[src/rtl/tmf_pkg.sv]
// Shared constants, register indexes and sequencer states for the TDS median filter.
`default_nettype none
package tmf_pkg;

  localparam int SAMPLE_COUNT_DEF = 32;

  localparam int ADC_W  = 12;
  localparam int VREF_W = 13;
  localparam int TEMP_W = 11;
  localparam int INTV_W = 10;
  localparam int PPM_W  = 11;

  // register indexes (byte address / 4)
  localparam logic [1:0] REG_VREF = 2'd0;
  localparam logic [1:0] REG_TEMP = 2'd1;
  localparam logic [1:0] REG_INTV = 2'd2;

  localparam logic [VREF_W-1:0] VREF_RST = 13'd3300;
  localparam logic [TEMP_W-1:0] TEMP_RST = 11'd250;
  localparam logic [INTV_W-1:0] INTV_RST = 10'd20;

  // polynomial coefficients, Q16
  localparam logic [25:0] COEF_A = 26'd8743813;
  localparam logic [25:0] COEF_B = 26'd16768041;
  localparam logic [25:0] COEF_C = 26'd56189911;

  // ceil(2^33 / 125): median*vref*2/125 == (median*vref*VOLT_RECIP) >> 32 for all inputs
  localparam logic [26:0] VOLT_RECIP = 27'd68719477;
  localparam logic [25:0] COMP_MUL  = 26'd500;
  localparam logic [18:0] VOLT_MAX  = 19'd524287;
  localparam logic [27:0] COMP_MAX  = 28'd524288;
  localparam logic [35:0] POLY_MAX  = 36'd131072000;  // 2000 in Q16
  localparam logic [11:0] DENOM_OFS = 12'd250;

  typedef enum logic [4:0] {
    S_IDLE,
    S_RD_CAND,
    S_LD_CAND,
    S_SCAN,
    S_SCAN_END,
    S_EVAL,
    S_MED,
    S_M_VREF,
    S_LD_V,
    S_SAT,
    S_LD_C,
    S_DIV_C,
    S_CHK,
    S_SQ,
    S_CU,
    S_TA,
    S_TB,
    S_TC,
    S_SUM,
    S_FIN,
    S_OUT
  } state_t;

endpackage
`default_nettype wire

[src/rtl/tds_median_filter_converter.sv]
// TDS sensor block: sample ring in memory, rank-count median, fixed-point cubic conversion.
//
//  channel | dir | ports                                   | beat
//  in_     | in  | tvalid tready tdata[15:0]               | one converter sample
//  out_    | out | tvalid tready tdata[15:0] tuser         | one TDS result
//  cfg_    | in  | psel penable pwrite paddr pwdata prdata | one register access
//
// A sample that gives no result leaves the block idle. For a sample that gives a result,
// the median is found by rank counting, N candidates each swept over the ring through
// its single read port, then a 28-step serial divider applies the temperature coefficient
// and a shared multiplier forms every product (the scale to volts is a reciprocal multiply).
// Reset clears the ring through per-entry valid bits at once; no clearing pass.
// A finished result waits in the output register while the block returns to idle and takes samples.
`default_nettype none
module tds_median_filter_converter
  import tmf_pkg::*;
#(
  parameter int SAMPLE_COUNT = SAMPLE_COUNT_DEF
) (
  input  wire logic        clk,
  input  wire logic        rst_n,
  input  wire logic        in_tvalid,
  output logic             in_tready,
  input  wire logic [15:0] in_tdata,     // [11:0] adc_sample
  output logic             out_tvalid,
  input  wire logic        out_tready,
  output logic [15:0]      out_tdata,    // [10:0] tds_ppm
  output logic             out_tuser,    // [0] out_of_range
  input  wire logic        cfg_psel,
  input  wire logic        cfg_penable,
  input  wire logic        cfg_pwrite,
  input  wire logic [3:0]  cfg_paddr,
  input  wire logic [31:0] cfg_pwdata,
  output logic [31:0]      cfg_prdata,
  output logic             cfg_pready
);

  localparam int IW     = (SAMPLE_COUNT > 1) ? $clog2(SAMPLE_COUNT) : 1;
  localparam int CW     = $clog2(SAMPLE_COUNT + 1);
  localparam int K_LO   = (SAMPLE_COUNT - 1) / 2;
  localparam int K_HI   = SAMPLE_COUNT / 2;
  localparam logic [IW-1:0] LAST = IW'(SAMPLE_COUNT - 1);

  // ring memory
  logic [ADC_W-1:0] mem [SAMPLE_COUNT];
  logic [ADC_W-1:0] rd_data_r;
  logic             rd_ok_r;
  logic [IW-1:0]    rd_addr;
  logic [ADC_W-1:0] rdv;

  state_t state_r, state_nxt;
  logic [VREF_W-1:0]       vref_r, vref_nxt;
  logic [TEMP_W-1:0]       temp_r, temp_nxt;
  logic [INTV_W-1:0]       intv_r, intv_nxt;
  logic [IW-1:0]           wp_r, wp_nxt;
  logic [INTV_W-1:0]       sud_r, sud_nxt;
  logic [SAMPLE_COUNT-1:0] valid_r, valid_nxt;
  logic [IW-1:0]           cand_r, cand_nxt;
  logic [IW-1:0]           scan_r, scan_nxt;
  logic                    cmp_v_r, cmp_v_nxt;
  logic [4:0]              dcnt_r, dcnt_nxt;
  logic                    out_valid_r, out_valid_nxt;

  // payload
  logic [ADC_W-1:0]  cand_val_r, cand_val_nxt;
  logic [CW-1:0]     lt_r, lt_nxt, le_r, le_nxt;
  logic [ADC_W-1:0]  lo_r, lo_nxt, hi_r, hi_nxt;
  logic [ADC_W-1:0]  med_r, med_nxt;
  logic [51:0]       prod_r;
  logic [27:0]       dq_r, dq_nxt;
  logic [10:0]       rem_r, rem_nxt, dv_r, dv_nxt;
  logic [19:0]       comp_r, comp_nxt;
  logic [22:0]       c2_r, c2_nxt;
  logic signed [52:0] acc_r, acc_nxt;
  logic              oor_r, oor_nxt;
  logic [PPM_W-1:0]  ppm_r, ppm_nxt;
  logic [PPM_W-1:0]  out_ppm_r, out_ppm_nxt;
  logic              out_oor_r, out_oor_nxt;

  logic [26:0] mul_a;
  logic [25:0] mul_b;
  logic [51:0] mul_p;
  logic        in_acc, cfg_wr, we;
  logic [11:0] rem_sh;
  logic        ge;
  logic signed [11:0] denom_s;
  logic [12:0] med_sum;
  logic [35:0] poly;

  assign in_acc     = in_tvalid && in_tready;
  assign cfg_wr     = cfg_psel && cfg_penable && cfg_pwrite && cfg_pready;
  assign we         = in_acc;
  assign cfg_pready = 1'b1;
  assign in_tready  = (state_r == S_IDLE);
  assign out_tvalid = out_valid_r;
  assign out_tdata  = {5'd0, out_ppm_r};
  assign out_tuser  = out_oor_r;

  assign rdv     = rd_ok_r ? rd_data_r : '0;
  assign rd_addr = (state_r == S_RD_CAND) ? cand_r : scan_r;

  assign rem_sh  = {rem_r, dq_r[27]};
  assign ge      = rem_sh >= {1'b0, dv_r};
  assign denom_s = $signed({temp_r[TEMP_W-1], temp_r}) + $signed(DENOM_OFS);
  assign med_sum = {1'b0, lo_r} + {1'b0, hi_r};
  assign poly    = acc_r[52:17];
  // every product used fits in 52 bits
  assign mul_p   = {25'd0, mul_a} * {26'd0, mul_b};

  always_comb begin
    case (cfg_paddr[3:2])
      REG_VREF: cfg_prdata = {19'd0, vref_r};
      REG_TEMP: cfg_prdata = {{21{temp_r[TEMP_W-1]}}, temp_r};
      REG_INTV: cfg_prdata = {22'd0, intv_r};
      default:  cfg_prdata = '0;
    endcase
  end

  // shared multiplier operand select
  always_comb begin
    mul_a = '0;
    mul_b = '0;
    case (state_r)
      S_M_VREF: begin
        mul_a = 27'(med_r);
        mul_b = 26'(vref_r);
      end
      S_LD_V: begin
        // median*vref < 2^25
        mul_a = VOLT_RECIP;
        mul_b = 26'(prod_r[24:0]);
      end
      S_SAT: begin
        mul_a = prod_r[51] ? 27'(VOLT_MAX) : 27'(prod_r[50:32]);
        mul_b = COMP_MUL;
      end
      S_SQ: begin
        mul_a = 27'(comp_r);
        mul_b = 26'(comp_r);
      end
      S_CU: begin
        mul_a = 27'(prod_r[38:16]);
        mul_b = 26'(comp_r);
      end
      S_TA: begin
        mul_a = 27'(COEF_A);
        mul_b = prod_r[41:16];
      end
      S_TB: begin
        mul_a = 27'(COEF_B);
        mul_b = 26'(c2_r);
      end
      S_TC: begin
        mul_a = 27'(COEF_C);
        mul_b = 26'(comp_r);
      end
      default: begin
        mul_a = '0;
        mul_b = '0;
      end
    endcase
  end

  always_comb begin
    state_nxt     = state_r;
    vref_nxt      = vref_r;
    temp_nxt      = temp_r;
    intv_nxt      = intv_r;
    wp_nxt        = wp_r;
    sud_nxt       = sud_r;
    valid_nxt     = valid_r;
    cand_nxt      = cand_r;
    scan_nxt      = scan_r;
    cmp_v_nxt     = cmp_v_r;
    dcnt_nxt      = dcnt_r;
    out_valid_nxt = out_valid_r;
    cand_val_nxt  = cand_val_r;
    lt_nxt        = lt_r;
    le_nxt        = le_r;
    lo_nxt        = lo_r;
    hi_nxt        = hi_r;
    med_nxt       = med_r;
    dq_nxt        = dq_r;
    rem_nxt       = rem_r;
    dv_nxt        = dv_r;
    comp_nxt      = comp_r;
    c2_nxt        = c2_r;
    acc_nxt       = acc_r;
    oor_nxt       = oor_r;
    ppm_nxt       = ppm_r;
    out_ppm_nxt   = out_ppm_r;
    out_oor_nxt   = out_oor_r;

    if (cfg_wr) begin
      case (cfg_paddr[3:2])
        REG_VREF: vref_nxt = cfg_pwdata[VREF_W-1:0];
        REG_TEMP: temp_nxt = cfg_pwdata[TEMP_W-1:0];
        REG_INTV: intv_nxt = cfg_pwdata[INTV_W-1:0];
        default: ;
      endcase
    end

    if (out_valid_r && out_tready) out_valid_nxt = 1'b0;

    case (state_r)
      S_IDLE: begin
        if (in_acc) begin
          valid_nxt[wp_r] = 1'b1;
          wp_nxt = (wp_r == LAST) ? '0 : wp_r + 1'b1;
          if (sud_r > INTV_W'(1)) begin
            sud_nxt = sud_r - 1'b1;
          end else begin
            sud_nxt   = (intv_r == '0) ? INTV_W'(1) : intv_r;
            cand_nxt  = '0;
            state_nxt = S_RD_CAND;
          end
        end
      end
      S_RD_CAND: state_nxt = S_LD_CAND;
      S_LD_CAND: begin
        cand_val_nxt = rdv;
        scan_nxt     = '0;
        cmp_v_nxt    = 1'b0;
        lt_nxt       = '0;
        le_nxt       = '0;
        state_nxt    = S_SCAN;
      end
      S_SCAN: begin
        // read data is registered, so it lags its address
        cmp_v_nxt = 1'b1;
        if (cmp_v_r) begin
          if (rdv < cand_val_r)  lt_nxt = lt_r + 1'b1;
          if (rdv <= cand_val_r) le_nxt = le_r + 1'b1;
        end
        if (scan_r == LAST) state_nxt = S_SCAN_END;
        else scan_nxt = scan_r + 1'b1;
      end
      S_SCAN_END: begin
        if (rdv < cand_val_r)  lt_nxt = lt_r + 1'b1;
        if (rdv <= cand_val_r) le_nxt = le_r + 1'b1;
        state_nxt = S_EVAL;
      end
      S_EVAL: begin
        // candidate holds sorted positions lt .. le-1
        if (lt_r <= CW'(K_LO) && CW'(K_LO) < le_r) lo_nxt = cand_val_r;
        if (lt_r <= CW'(K_HI) && CW'(K_HI) < le_r) hi_nxt = cand_val_r;
        if (cand_r == LAST) begin
          state_nxt = S_MED;
        end else begin
          cand_nxt  = cand_r + 1'b1;
          state_nxt = S_RD_CAND;
        end
      end
      S_MED: begin
        med_nxt   = med_sum[12:1];
        oor_nxt   = 1'b0;
        ppm_nxt   = '0;
        state_nxt = S_M_VREF;
      end
      S_M_VREF: state_nxt = S_LD_V;
      S_LD_V: state_nxt = S_SAT;
      S_DIV_C: begin
        dq_nxt   = {dq_r[26:0], ge};
        rem_nxt  = ge ? 11'(rem_sh - {1'b0, dv_r}) : rem_sh[10:0];
        dcnt_nxt = dcnt_r + 1'b1;
        if (dcnt_r == 5'd27) state_nxt = S_CHK;
      end
      S_SAT: begin
        if (denom_s <= 12'sd0) begin
          oor_nxt   = 1'b1;
          state_nxt = S_OUT;
        end else begin
          state_nxt = S_LD_C;
        end
      end
      S_LD_C: begin
        dq_nxt    = prod_r[27:0];
        rem_nxt   = '0;
        dv_nxt    = denom_s[10:0];
        dcnt_nxt  = '0;
        state_nxt = S_DIV_C;
      end
      S_CHK: begin
        if (dq_r > COMP_MAX) begin
          oor_nxt   = 1'b1;
          state_nxt = S_OUT;
        end else begin
          comp_nxt  = dq_r[19:0];
          state_nxt = S_SQ;
        end
      end
      S_SQ: state_nxt = S_CU;
      S_CU: begin
        c2_nxt    = prod_r[38:16];
        state_nxt = S_TA;
      end
      S_TA: state_nxt = S_TB;
      S_TB: begin
        acc_nxt   = $signed({1'b0, prod_r});
        state_nxt = S_TC;
      end
      S_TC: begin
        acc_nxt   = acc_r - $signed({1'b0, prod_r});
        state_nxt = S_SUM;
      end
      S_SUM: begin
        acc_nxt   = acc_r + $signed({1'b0, prod_r});
        state_nxt = S_FIN;
      end
      S_FIN: begin
        if (acc_r < 0 || poly > POLY_MAX) oor_nxt = 1'b1;
        else ppm_nxt = poly[26:16];
        state_nxt = S_OUT;
      end
      S_OUT: begin
        if (!out_valid_r || out_tready) begin
          out_valid_nxt = 1'b1;
          out_ppm_nxt   = oor_r ? '0 : ppm_r;
          out_oor_nxt   = oor_r;
          state_nxt     = S_IDLE;
        end
      end
      default: state_nxt = S_IDLE;
    endcase
  end

  always_ff @(posedge clk) begin
    if (!rst_n) begin
      state_r     <= S_IDLE;
      vref_r      <= VREF_RST;
      temp_r      <= TEMP_RST;
      intv_r      <= INTV_RST;
      wp_r        <= '0;
      sud_r       <= INTV_RST;
      valid_r     <= '0;
      cand_r      <= '0;
      scan_r      <= '0;
      cmp_v_r     <= 1'b0;
      dcnt_r      <= '0;
      out_valid_r <= 1'b0;
    end else begin
      state_r     <= state_nxt;
      vref_r      <= vref_nxt;
      temp_r      <= temp_nxt;
      intv_r      <= intv_nxt;
      wp_r        <= wp_nxt;
      sud_r       <= sud_nxt;
      valid_r     <= valid_nxt;
      cand_r      <= cand_nxt;
      scan_r      <= scan_nxt;
      cmp_v_r     <= cmp_v_nxt;
      dcnt_r      <= dcnt_nxt;
      out_valid_r <= out_valid_nxt;
    end
  end

  always_ff @(posedge clk) begin
    cand_val_r <= cand_val_nxt;
    lt_r       <= lt_nxt;
    le_r       <= le_nxt;
    lo_r       <= lo_nxt;
    hi_r       <= hi_nxt;
    med_r      <= med_nxt;
    prod_r     <= mul_p;
    dq_r       <= dq_nxt;
    rem_r      <= rem_nxt;
    dv_r       <= dv_nxt;
    comp_r     <= comp_nxt;
    c2_r       <= c2_nxt;
    acc_r      <= acc_nxt;
    oor_r      <= oor_nxt;
    ppm_r      <= ppm_nxt;
    out_ppm_r  <= out_ppm_nxt;
    out_oor_r  <= out_oor_nxt;
  end

  always_ff @(posedge clk) begin
    if (we) mem[wp_r] <= in_tdata[ADC_W-1:0];
    rd_data_r <= mem[rd_addr];
    rd_ok_r   <= valid_r[rd_addr];
  end

  a_no_result_stays_idle: assert property (@(posedge clk) disable iff (!rst_n)
    in_acc && sud_r > INTV_W'(1) |=> state_r == S_IDLE)
    else $error("sample without result left idle");

  a_oor_zero: assert property (@(posedge clk) disable iff (!rst_n)
    out_tvalid && out_tuser |-> out_tdata == 16'd0)
    else $error("out of range result with nonzero ppm");

  a_result_loads: assert property (@(posedge clk) disable iff (!rst_n)
    state_r == S_OUT && (!out_valid_r || out_tready) |=> out_tvalid && state_r == S_IDLE)
    else $error("finished result not presented");

endmodule
`default_nettype wire

[config.mk]
export PLATFORM = sky130hd
export DESIGN_NAME = tds_median_filter_converter
export DESIGN_NICKNAME = d
export VERILOG_FILES = /design/src/rtl/tmf_pkg.sv /design/src/rtl/tds_median_filter_converter.sv
export SDC_FILE = /design/constraint.sdc
export NUM_CORES = 2
export LEC_CHECK = 0
export BUFFER_PORTS_ARGS = -buffer_cell sky130_fd_sc_hd__buf_2
export CAP_MARGIN = 20
export CORE_AREA = 10 10 339 341
export DETAILED_ROUTE_END_ITERATION = 12
export DIE_AREA = 0 0 349 351
export GPL_TIMING_DRIVEN = 0
export PLACE_DENSITY = 0.73
export SYNTH_ARGS = -nofsm -noshare
export SYNTH_HDL_FRONTEND = slang
export SYNTH_SLANG_ARGS = --single-unit
[constraint.sdc]
create_clock -name clk -period 9.65 [get_ports clk]
set_input_delay 1.93 -clock clk [delete_from_list [all_inputs] [get_ports clk]]
set_output_delay 1.93 -clock clk [all_outputs]
set_load 0.01 [all_outputs]
==> reports/metrics.csv <==
metric,value,unit
die_width,349,um
detailedRoute.firstIterationViolations,4401,
nets,6781,
root_buffer,sky130_fd_sc_hd__clkbuf_16,
cp-endpoint,prod_r[45]$_DFF_P_,
cp_slowest_cell,sky130_fd_sc_hd__fa_1,
numCtsBuffers,80,
numPortBuffers,76,
timing.critical_path.to_type,flip-flop,
clock_sinks,782,
post-synth-top-area-fraction,0.313,
maxCapViolations,0,
final.fill_count,8911,
synth_largest_area_cell,sky130_fd_sc_hd__edfxtp_1,
crit-reg2reg-capture,prod_r[45]$_DFF_P_,
final.setup_skew,46.9,ps
total_power,0.00825,W
setup_repair_after_global_routing_missed_its_margin,no,
synth_area_leaders,"sky130_fd_sc_hd__edfxtp_1 (31%), sky130_fd_sc_hd__fa_1 (20%), sky130_fd_sc_hd__ha_1 (6.2%)",
antenna_found_initial,6,
detailed_place.area,61700,um^2
worst_path_most_repeated_cell,sky130_fd_sc_hd__fa_1,
die_h,351,um
clock_tree_from_tritoncts,done,
ctsHtreeMaxLevel,3,
setup_slack,279,ps
fin_crit,9370,ps
max-vdd-ir-drop,193,uV
worst-r2r-setup-slack,280,ps
num_vias,43557,
gp_congestion,1.02,
final_cell_mix,"sky130_fd_sc_hd__inv_1 (823), sky130_fd_sc_hd__nand2_1 (759), sky130_fd_sc_hd__edfxtp_1 (614), sky130_fd_sc_hd__fa_1 (600), sky130_fd_sc_hd__nor2_1 (438)",
synth.lib_cells_used.distinct,94,
globalRouteOverflowTotal,0,
core.rowCount,121,
max_freq,0.107,GHz
1st_pass_router_iterations,8,
post_cts_hold_buffer_count,0,
dr_drc_count,0,
final-setup-viol-count,0,
crit_path_start,state_r[3]$_SDFFE_PN0P_,
synth.ff_latch_count,782,
layout-drive-gt1-share,0.102,
area_delta_synth_final,10.6,%
initial_utilization,0.544,
grtUsageTotal,0.300,
average_footprint_of_a_synthesized_cell,10.6,um^2
synth_warnings,0,
hold_path.class,reg -> reg,
worst_ep_arrival_time,9930,ps
r2r_start,state_r[3]$_SDFFE_PN0P_,
core,108000,um^2
edff_count_synth,614,
power.static_leakage,27.9,nW
grt_max_degree,43,
final_antenna_net_count,0,
postSynthCellCount,5572,
synth_area,58800,um^2
die_area,122000,um^2
detail_route.vias_per_cell,5.96,
run_status,"complete, no violations",
vias_in_the_first_global_route,44381,
wirelength,183,mm
detailed_place_hpwl,143,mm
floorplan.io_pins,111,
wl_per_cell,25.0,um
worst-slew-pin-transition,1280,ps
timing.critical_path.from_type,flip-flop,
postLayoutCellArea,65000,um^2
clk-insertion-delay-late,670,ps
timing.max_slew.rel_slack,0.145,
setup.worst_path.class,reg -> reg,
clk_transition_reported_paths,70,ps
cp_max_fo,10,
timing_max_transition_violations_final,0,
final-hold-violation-count,0,
preCtsSetupSlack,-1440,ps
cp_slowest_stage_delay,580,ps
clock_tree.buffer_depth,3,
worst_ep_required_time,10210,ps
wire_length_of_the_first_global_routing_pass,276,mm
logic_depth_of_the_worst_register_to_register_path,33,
synth_sequential_area_ratio,0.371,
postSynth.topFlopCell,sky130_fd_sc_hd__edfxtp_1,
pwr_density_cell,127,nW/um^2
synth_async_reset_ratio,0,
fin_crit_sh,0.971,
layout.cells.most_common,sky130_fd_sc_hd__inv_1,
==> cell type report <==
cell class	count	area [um^2]	area share
Antenna cell	2	5.00	0.0000769
Buffer	256	1300	0.0200
Clock buffer	109	2330	0.0358
Clock inverter	40	468	0.00719
Inverter	827	3100	0.0477
Multi-Input combinational cell	3740	33200	0.510
Sequential cell	782	21800	0.335
Tap cell	1414	1770	0.0272
Timing Repair Buffer	144	1090	0.0168
==> kinds of logic (layout without fill, tap and decap cells) <==
family                     Yosys count  after routing  share of synthesized area
AOI/OAI and AO/OA                  750            750                     0.0833
xor gates and xnor gates           182            182                     0.0271
adders and majority gates          892            892                      0.266
buffers and inverters             1094           1376                     0.0743
DFF                                782            782                      0.371
muxes                              142            142                     0.0463
other                                2             48                   0.000128
and+or+nand+nor                   1728           1728                      0.132
==> repair_timing <==
item	4_1_cts	5_1_grt
pin swaps	6	4
cloned	0	0
resized for setup	53	72
buffers inserted	9	4
setup endpoints to repair	28	21
==> through the flow <==
stage / util / hold slack [ps] / std cells / TNS [ps]
2_1_floorplan: - / 406 / 5616 / 0
3_3_place_gp: 0.566 / 413 / 7106 / -27200
3_5_place_dp: 0.571 / 417 / 7148 / -19740
4_1_cts: 0.599 / 431 / 7302 / 0
5_1_grt: 0.602 / 444 / 7312 / 0
6_report: 0.602 / 434 / 7314 / 0
==> flip-flops by register name, indices dropped and copies added, names as in the netlist, 10 cells and up <==
| register | count |
|---|---|
| mem | 384 |
| acc_r | 53 |
| prod_r | 52 |
| valid_r | 32 |
| dq_r | 28 |
| c2_r | 23 |
| comp_r | 20 |
| vref_r | 13 |
| cand_val_r | 12 |
| hi_r | 12 |
| lo_r | 12 |
| med_r | 12 |
| rd_data_r | 12 |
| dv_r | 11 |
| out_ppm_r | 11 |
| ppm_r | 11 |
| rem_r | 11 |
| temp_r | 11 |
| intv_r | 10 |
| sud_r | 10 |
==> metal layers <==
| metal | track usage | vias to the layer above | wire, um |
|---|---|---|---|
| met5 | 0 | - | 159 |
| met1 | 0.382 | 21608 | 68900 |
| met2 | 0.478 | 2301 | 84000 |
| li1 | - | 19086 | - |
| met4 | 0.170 | 2 | 12000 |
| met3 | 0.0618 | 560 | 17800 |
==> synthesized netlist by cell type (11+ instances only) <==
cell type and number:
sky130_fd_sc_hd__o21ai_0 177, sky130_fd_sc_hd__xnor2_1 96, sky130_fd_sc_hd__nand2b_1 38, sky130_fd_sc_hd__inv_1 824
sky130_fd_sc_hd__ha_1 291, sky130_fd_sc_hd__nor3_1 50, sky130_fd_sc_hd__nand3b_1 14, sky130_fd_sc_hd__a21boi_0 31
sky130_fd_sc_hd__or4_1 13, sky130_fd_sc_hd__edfxtp_1 614, sky130_fd_sc_hd__o31ai_1 20, sky130_fd_sc_hd__a21o_1 74
sky130_fd_sc_hd__a21oi_1 200, sky130_fd_sc_hd__nand3_1 124, sky130_fd_sc_hd__and2_1 50, sky130_fd_sc_hd__fa_1 600
sky130_fd_sc_hd__or3_1 16, sky130_fd_sc_hd__o211ai_1 15, sky130_fd_sc_hd__nor2_1 446, sky130_fd_sc_hd__mux2i_1 35
sky130_fd_sc_hd__a221oi_1 15, sky130_fd_sc_hd__nor2b_1 46, sky130_fd_sc_hd__xor2_1 86, sky130_fd_sc_hd__a31oi_1 25
sky130_fd_sc_hd__mux4_2 104, sky130_fd_sc_hd__a211o_1 11, sky130_fd_sc_hd__clkbuf_1 168, sky130_fd_sc_hd__buf_2 38
sky130_fd_sc_hd__buf_1 17, sky130_fd_sc_hd__a22o_1 11, sky130_fd_sc_hd__and4_1 15, sky130_fd_sc_hd__nor4_1 18
sky130_fd_sc_hd__a211oi_1 20, sky130_fd_sc_hd__nand4_1 51, sky130_fd_sc_hd__nand2_1 762, sky130_fd_sc_hd__dfxtp_1 168
sky130_fd_sc_hd__and3_1 38, sky130_fd_sc_hd__a221o_1 12, sky130_fd_sc_hd__o21bai_1 16, sky130_fd_sc_hd__o21a_1 39
sky130_fd_sc_hd__buf_4 35
==> how the worst min path moves through the flow <==
stage | endpoint | startpoint | slack (ps) | cells past startpoint
final | c2_r[20]$_DFFE_PN_ | prod_r[36]$_DFF_P_ | 430 | 0
after global routing | c2_r[11]$_DFFE_PN_ | prod_r[27]$_DFF_P_ | 440 | 0
after CTS | c2_r[11]$_DFFE_PN_ | prod_r[27]$_DFF_P_ | 430 | 0
after detailed placement | c2_r[11]$_DFFE_PN_ | prod_r[27]$_DFF_P_ | 420 | 0
after global placement | c2_r[20]$_DFFE_PN_ | prod_r[36]$_DFF_P_ | 410 | 0
after floorplan | c2_r[10]$_DFFE_PN_ | prod_r[26]$_DFF_P_ | 410 | 0
==> power by group <==
group          switching, W  internal, W  leakage [nW]
Clock               0.00140      0.00183          1.36
Combinational      0.000726     0.000396          19.6
Sequential         0.000140      0.00376          6.88
Total               0.00226      0.00599          27.9
==> critical path, delay by kind of cell (launching register included) <==
family / cells / cell delay [ps]
AO/OA/AOI/OAI: 7 / 1610
XOR/XNOR: 1 / 180
adder cells (fa/ha/maj): 8 / 4090
buffers and inverters: 10 / 1560
flip-flops: 1 / 310
AND/OR/NAND/NOR: 7 / 1470
Note: power is estimated with default switching activity, not from simulation.
